$ cat src/rtl/core/gsplat_pkg.sv
// gsplat_pkg: shared types, register and status codes, and the exp2 table
// for the gaussian grid splat core. No dependencies.
package gsplat_pkg;

  // grid size defaults
  localparam int DEF_GRID_COLS = 256;
  localparam int DEF_GRID_ROWS = 256;

  localparam int CELL_W = 48;

  // configuration register indexes
  localparam logic [2:0] CFG_MASS_LOW   = 3'd0;
  localparam logic [2:0] CFG_MASS_HIGH  = 3'd1;
  localparam logic [2:0] CFG_TIME_LOW   = 3'd2;
  localparam logic [2:0] CFG_TIME_HIGH  = 3'd3;
  localparam logic [2:0] CFG_SIGMA_REF  = 3'd4;
  localparam logic [2:0] CFG_MASS_REF   = 3'd5;
  localparam logic [2:0] CFG_TIME_SIGMA = 3'd6;
  localparam logic [2:0] CFG_INSTRUMENT = 3'd7;

  // configuration reset values
  localparam logic [31:0] RST_MASS_LOW   = 32'd0;
  localparam logic [31:0] RST_MASS_HIGH  = 32'd131072000;
  localparam logic [31:0] RST_TIME_LOW   = 32'd0;
  localparam logic [31:0] RST_TIME_HIGH  = 32'd65536000;
  localparam logic [31:0] RST_SIGMA_REF  = 32'd655;
  localparam logic [31:0] RST_MASS_REF   = 32'd13107200;
  localparam logic [31:0] RST_TIME_SIGMA = 32'd655360;

  // instrument codes
  localparam logic [1:0] INST_ORBITRAP = 2'd0;
  localparam logic [1:0] INST_FTICR    = 2'd1;
  localparam logic [1:0] INST_TOF      = 2'd2;
  localparam logic [1:0] INST_QUAD     = 2'd3;

  // transaction kinds
  localparam logic KIND_SPLAT = 1'b0;
  localparam logic KIND_READ  = 1'b1;

  // result status codes
  localparam logic [1:0] ST_SPLAT_OK  = 2'd0;
  localparam logic [1:0] ST_SPLAT_REJ = 2'd1;
  localparam logic [1:0] ST_READ_OK   = 2'd2;
  localparam logic [1:0] ST_READ_OOR  = 2'd3;

  // divider step counts (quotient bits produced)
  localparam logic [6:0] DIV_STEPS_FULL  = 7'd64;
  localparam logic [6:0] DIV_STEPS_RATIO = 7'd48;
  localparam logic [6:0] DIV_STEPS_CLIP  = 7'd40;
  localparam logic [6:0] DIV_STEPS_SPAN  = 7'd32;
  localparam logic [6:0] DIV_STEPS_DIST  = 7'd12;

  // log2(e)/2 in Q.16
  localparam logic [15:0] HALF_LOG2E = 16'd47274;
  localparam logic [11:0] DIST_MAX   = 12'd4095;

  typedef struct packed {
    logic        kind;
    logic [31:0] point_mass;
    logic [31:0] point_time;
    logic [31:0] intensity;
    logic [7:0]  cell_col;
    logic [7:0]  cell_row;
  } in_t;

  typedef struct packed {
    logic [1:0]        status;
    logic [CELL_W-1:0] cell_value;
  } out_t;

  // request to the shared divider
  typedef struct packed {
    logic        start;
    logic [63:0] num;
    logic [31:0] den;
    logic [6:0]  steps;
  } div_req_t;

  // 2^(-n/16) in Q.16, n = 0..16
  function automatic logic [16:0] pow2_neg(input logic [4:0] idx);
    logic [16:0] v;
    case (idx)
      5'd0:    v = 17'd65536;
      5'd1:    v = 17'd62757;
      5'd2:    v = 17'd60097;
      5'd3:    v = 17'd57549;
      5'd4:    v = 17'd55109;
      5'd5:    v = 17'd52773;
      5'd6:    v = 17'd50535;
      5'd7:    v = 17'd48393;
      5'd8:    v = 17'd46341;
      5'd9:    v = 17'd44376;
      5'd10:   v = 17'd42495;
      5'd11:   v = 17'd40693;
      5'd12:   v = 17'd38968;
      5'd13:   v = 17'd37316;
      5'd14:   v = 17'd35734;
      5'd15:   v = 17'd34219;
      5'd16:   v = 17'd32768;
      default: v = 17'd0;
    endcase
    return v;
  endfunction

endpackage

$ cat src/rtl/core/gsplat_div.sv
// gsplat_div: shared restoring divider, one quotient bit per cycle.
// Depends on gsplat_pkg (div_req_t).
module gsplat_div (
  input  logic                clk,
  input  logic                rst_n,
  input  gsplat_pkg::div_req_t req,
  output logic                done,
  output logic [63:0]         quo
);
  import gsplat_pkg::*;

  logic        busy_r;
  logic        done_r;
  logic [6:0]  cnt_r;
  logic [31:0] rem_r;
  logic [31:0] den_r;
  logic [63:0] num_r;
  logic [63:0] quo_r;

  logic [32:0] rem2;
  logic        ge;
  logic [32:0] diff;

  // one restoring step
  always_comb begin
    rem2 = {rem_r, num_r[63]};
    ge   = rem2 >= {1'b0, den_r};
    diff = rem2 - {1'b0, den_r};
  end

  // control
  always_ff @(posedge clk) begin
    if (!rst_n) begin
      busy_r <= 1'b0;
      done_r <= 1'b0;
      cnt_r  <= '0;
    end else begin
      done_r <= 1'b0;
      if (req.start) begin
        busy_r <= 1'b1;
        cnt_r  <= req.steps;
      end else if (busy_r) begin
        cnt_r <= cnt_r - 7'd1;
        if (cnt_r == 7'd1) begin
          busy_r <= 1'b0;
          done_r <= 1'b1;
        end
      end
    end
  end

  // datapath; the remainder starts from the bits above the processed ones
  always_ff @(posedge clk) begin
    if (req.start) begin
      rem_r <= 32'(req.num >> req.steps);
      num_r <= req.num << (7'd64 - req.steps);
      den_r <= req.den;
      quo_r <= '0;
    end else if (busy_r) begin
      rem_r <= ge ? diff[31:0] : rem2[31:0];
      num_r <= {num_r[62:0], 1'b0};
      quo_r <= {quo_r[62:0], ge};
    end
  end

  assign done = done_r;
  assign quo  = quo_r;

endmodule

$ cat config.mk
export PLATFORM = sky130hd
export DESIGN_NAME = gsplat_div
export DESIGN_NICKNAME = d
export VERILOG_FILES = /design/src/rtl/core/gsplat_pkg.sv /design/src/rtl/core/gsplat_div.sv
export SDC_FILE = /design/constraint.sdc
export NUM_CORES = 1
export LEC_CHECK = 0
export BUFFER_PORTS_ARGS = -buffer_cell sky130_fd_sc_hd__buf_2
export CAP_MARGIN = 20
export CORE_MARGIN = 3
export CORE_UTILIZATION = 30
export CTS_CLUSTER_DIAMETER = 40
export DETAILED_ROUTE_END_ITERATION = 12
export PLACE_DENSITY = 0.58
export SETUP_SLACK_MARGIN = 0.1
export SLEW_MARGIN = 10
export SYNTH_ARGS = -nofsm -noshare
export SYNTH_HDL_FRONTEND = slang
export SYNTH_SLANG_ARGS = --single-unit
$ cat constraint.sdc
create_clock -name clk -period 3.1 [get_ports clk]
set_input_delay 0.155 -clock clk [delete_from_list [all_inputs] [get_ports clk]]
set_output_delay 0.155 -clock clk [all_outputs]
set_load 0.01 [all_outputs]
==> impl_metrics.json <==
{
  "status": "complete, no violations",
  "grt_max_degree": 72,
  "drcViolationCount": 0,
  "required_ps": 3380,
  "drt-total-wl_um": 59540,
  "path_clk_slew_ps": 60,
  "dieHeight_um": 243.8,
  "finalMaxSlewViolations": 0,
  "area_delta_synth_final_pct": 22.93,
  "synth.avg_cell_area_um2": 9.297,
  "cts_max_level": 2,
  "nets": 2152,
  "grt_pass1_wl_um": 90650,
  "grt_pass1_vias": 14800,
  "worstMarginPinSlew_ps": 916.9,
  "synth_edf_count": 128,
  "cts_buffer_depth": 3,
  "routedWlPerCell_um": 21.34,
  "grt_usage": 0.1942,
  "maxCapViolCount": 0,
  "timing.final.hold_violations": 0,
  "gp_congestion": 0.9639,
  "grtUsageMet1": 0.2830,
  "antenna_found_initial": 3,
  "synthesis.area_um2": 16970,
  "via_per_inst": 5.689,
  "hold_path.class": "in -> reg",
  "synth_largest_area_cell": "edfxtp_1",
  "globalRouteMet3Util": 0.03929,
  "clk_latency_ps": 550,
  "synth_flop_cell": "edfxtp_1",
  "first_iter_violations": 1744,
  "netlist_instances": 1825,
  "synth_cell_types": 81,
  "slew_headroom": 0.3888,
  "pre_cts_ws_ps": 86.26,
  "peakVddDrop_v": 0.0004337,
  "port_buffers": 170,
  "crit_arrival_ps": 3190,
  "synth-seq-cells": 201,
  "cts_num_sinks": 201,
  "start_kind": "flip-flop",
  "grt_busiest_layer": "met2",
  "ant_nets": 0,
  "p_leak_nw": 8.484,
  "fin_crit_sh": 0.9357,
  "setup_viol": 0,
  "cts_made_buffers": 39,
  "async_reset_ff_frac": 0,
  "dieArea_um2": 59450,
  "powerDensity_nw_per_um2": 663.5,
  "synth.yosys.seq_area_share": 0.3127,
  "synth_fp_nets": 1967,
  "synth_warnings": 0,
  "synth_area_leaders": "edfxtp_1 23%, mux4_2 16%, mux2i_1 8.8%",
  "num_rows": 86,
  "root_buffer": "clkbuf_16",
  "core_um2": 55520,
  "grt_use_met2": 0.2904,
  "initial_core_util": 0.3056,
  "fmax_ghz": 0.3447,
  "cp-end-kind": "flip-flop",
  "post-route-min-period_ps": 2901,
  "vias": 15870,
  "skew_ps": 20.08,
  "drive_above_1_share": 0.2528,
  "layout_setup_ws_ps": 199.2,
  "setup_tns_ps": 0,
  "path_max_fanout": 6,
  "grt_setup_unrepaired": "yes",
  "fp.dieW_um": 243.8,
  "synth_top_area_share": 0.2265,
  "first_pass_iters": 6,
  "cts_tree": "done",
  "critPathKind": "reg -> reg",
  "overflow": 0,
  "ios": 171,
  "dp_hpwl_um": 44280
}
-- layout make-up --
type | count | area [um^2]
clock inverter | 24 | 352.8
timing repair buffer | 304 | 2091
sequential | 201 | 5309
multi-input combinational | 1408 | 10900
tap | 748 | 935.9
antenna | 1 | 2.502
clock buffer | 48 | 1061
fill | 5643 | 34660
inverter | 56 | 210.2
-- metrics by stage --
stage / std cells / hold slack, ps / utilization / area [um^2] / total power [W]
after floorplan: 1825 / 253.9 / - / 16980 / 0.007213
after global placement: 2683 / 331.0 / 0.3409 / 18930 / 0.008930
after detailed placement: 2683 / 333.1 / 0.3409 / 18930 / 0.008950
after CTS: 2788 / 132.7 / 0.3724 / 20680 / 0.01367
after global routing: 2789 / 180.2 / 0.3756 / 20860 / 0.01458
final: 2790 / 171.2 / 0.3757 / 20860 / 0.01384
-- kinds of logic after synthesis --
| kind of cell | count (synthesis) | share of synthesized area |
|---|---|---|
| AND/OR/NAND/NOR | 588 | 0.1464 |
| AO/OA/AOI/OAI | 468 | 0.1824 |
| multiplexers | 278 | 0.2518 |
| buffers and inverters | 216 | 0.05966 |
| flip-flops | 201 | 0.3127 |
| XOR/XNOR | 38 | 0.02006 |
| adder cells (fa/ha/maj) | 36 | 0.02699 |
-- cells in the mapped netlist, types with 11 or more instances --
| cell | number |
|---|---|
| a211oi_1 | 28 |
| a21o_1 | 15 |
| a21oi_1 | 103 |
| a221o_1 | 17 |
| a31oi_1 | 23 |
| buf_1 | 22 |
| buf_2 | 46 |
| clkbuf_1 | 70 |
| dfxtp_1 | 73 |
| edfxtp_1 | 128 |
| ha_1 | 35 |
| inv_1 | 54 |
| mux2_2 | 11 |
| mux2i_1 | 149 |
| mux4_2 | 118 |
| nand2_1 | 300 |
| nand3_1 | 33 |
| nor2_1 | 172 |
| nor3_1 | 11 |
| o211ai_1 | 19 |
| o21ai_0 | 107 |
| o21ai_1 | 14 |
| o221ai_1 | 23 |
| o22ai_1 | 20 |
| o2bb2ai_1 | 31 |
| xnor2_1 | 20 |
| xor2_1 | 17 |
-- what timing repair did --
item	4_1_cts	5_1_grt
endpoints found under the setup margin	1	30
gates resized for setup	1	28
buffers inserted	0	1
pin swaps	0	6
gates cloned	0	0
hold buffers	33	0
hold endpoints to repair	41	0
-- layer usage --
metal  up-vias  part of all wire
met5         -           0.00020
met4         2             0.026
met3       100             0.085
met2       768              0.44
met1      7758              0.45
li1       7245                 -
-- state kept, by name (all words and copies together), names as in the netlist --
register / flops
busy_r: 1
done: 1
quo: 64
num_r: 64
den_r: 32
rem_r: 32
cnt_r: 7
-- layout by cell type (no fill, tap or decap), types with 6 or more instances in the layout --
cell,Yosys,final
buf_4,10,93
inv_6,0,8
a21oi_1,103,100
o22ai_1,20,20
o221ai_1,23,23
ha_4,0,6
and3_1,8,8
ha_1,35,27
nor2_1,172,172
inv_1,54,53
buf_12,1,11
a31oi_1,23,22
o21ai_1,14,13
a221o_1,17,17
o211ai_1,19,19
xor2_1,17,15
o2bb2ai_1,31,31
a211oi_1,28,28
edfxtp_1,128,128
mux2_2,11,11
bufinv_16,0,7
buf_2,46,166
dfxtp_1,73,72
and2_1,10,9
nor3_1,11,10
a22oi_1,7,7
mux2i_1,149,149
o21ai_0,107,106
nand2b_1,7,7
mux4_2,118,118
nand2_1,300,299
xnor2_1,20,17
clkbuf_16,0,40
o21a_1,6,6
a21o_1,15,15
dlygate4sd3_1,0,33
nor2b_1,10,10
nand4_1,8,8
nand3_1,33,32
-- power by group --
group	internal, W	switching, W	leakage (nW)	total, W
sequential	0.00331	0.000240	1.92	0.00355
clock	0.00305	0.00154	0.692	0.00459
combinational	0.00242	0.00328	5.87	0.00570
-- critical path, cell delays in order, from the launching register on --
cell and delay [ps]:
edfxtp_1 400, ha_1 350, buf_4 170, a31o_1 200
a21o_1 210, or3_1 390, a21oi_4 200, nor2_2 90
a221o_1 350, a221o_1 290
-- final timing paths --
path	cells past startpoint	slack [ps]	endpoint	start
max	9	200	rem_r[31]$_DFFE_PP_	rem_r[16]$_DFFE_PP_
min	2	170	quo[42]$_SDFFE_PP0P_	req[103]
max reg2reg	9	200	rem_r[31]$_DFFE_PP_	rem_r[16]$_DFFE_PP_
min reg2reg	2	490	quo[63]$_SDFFE_PP0P_	quo[63]$_SDFFE_PP0P_
Note: power is estimated with default switching activity, not from simulation.
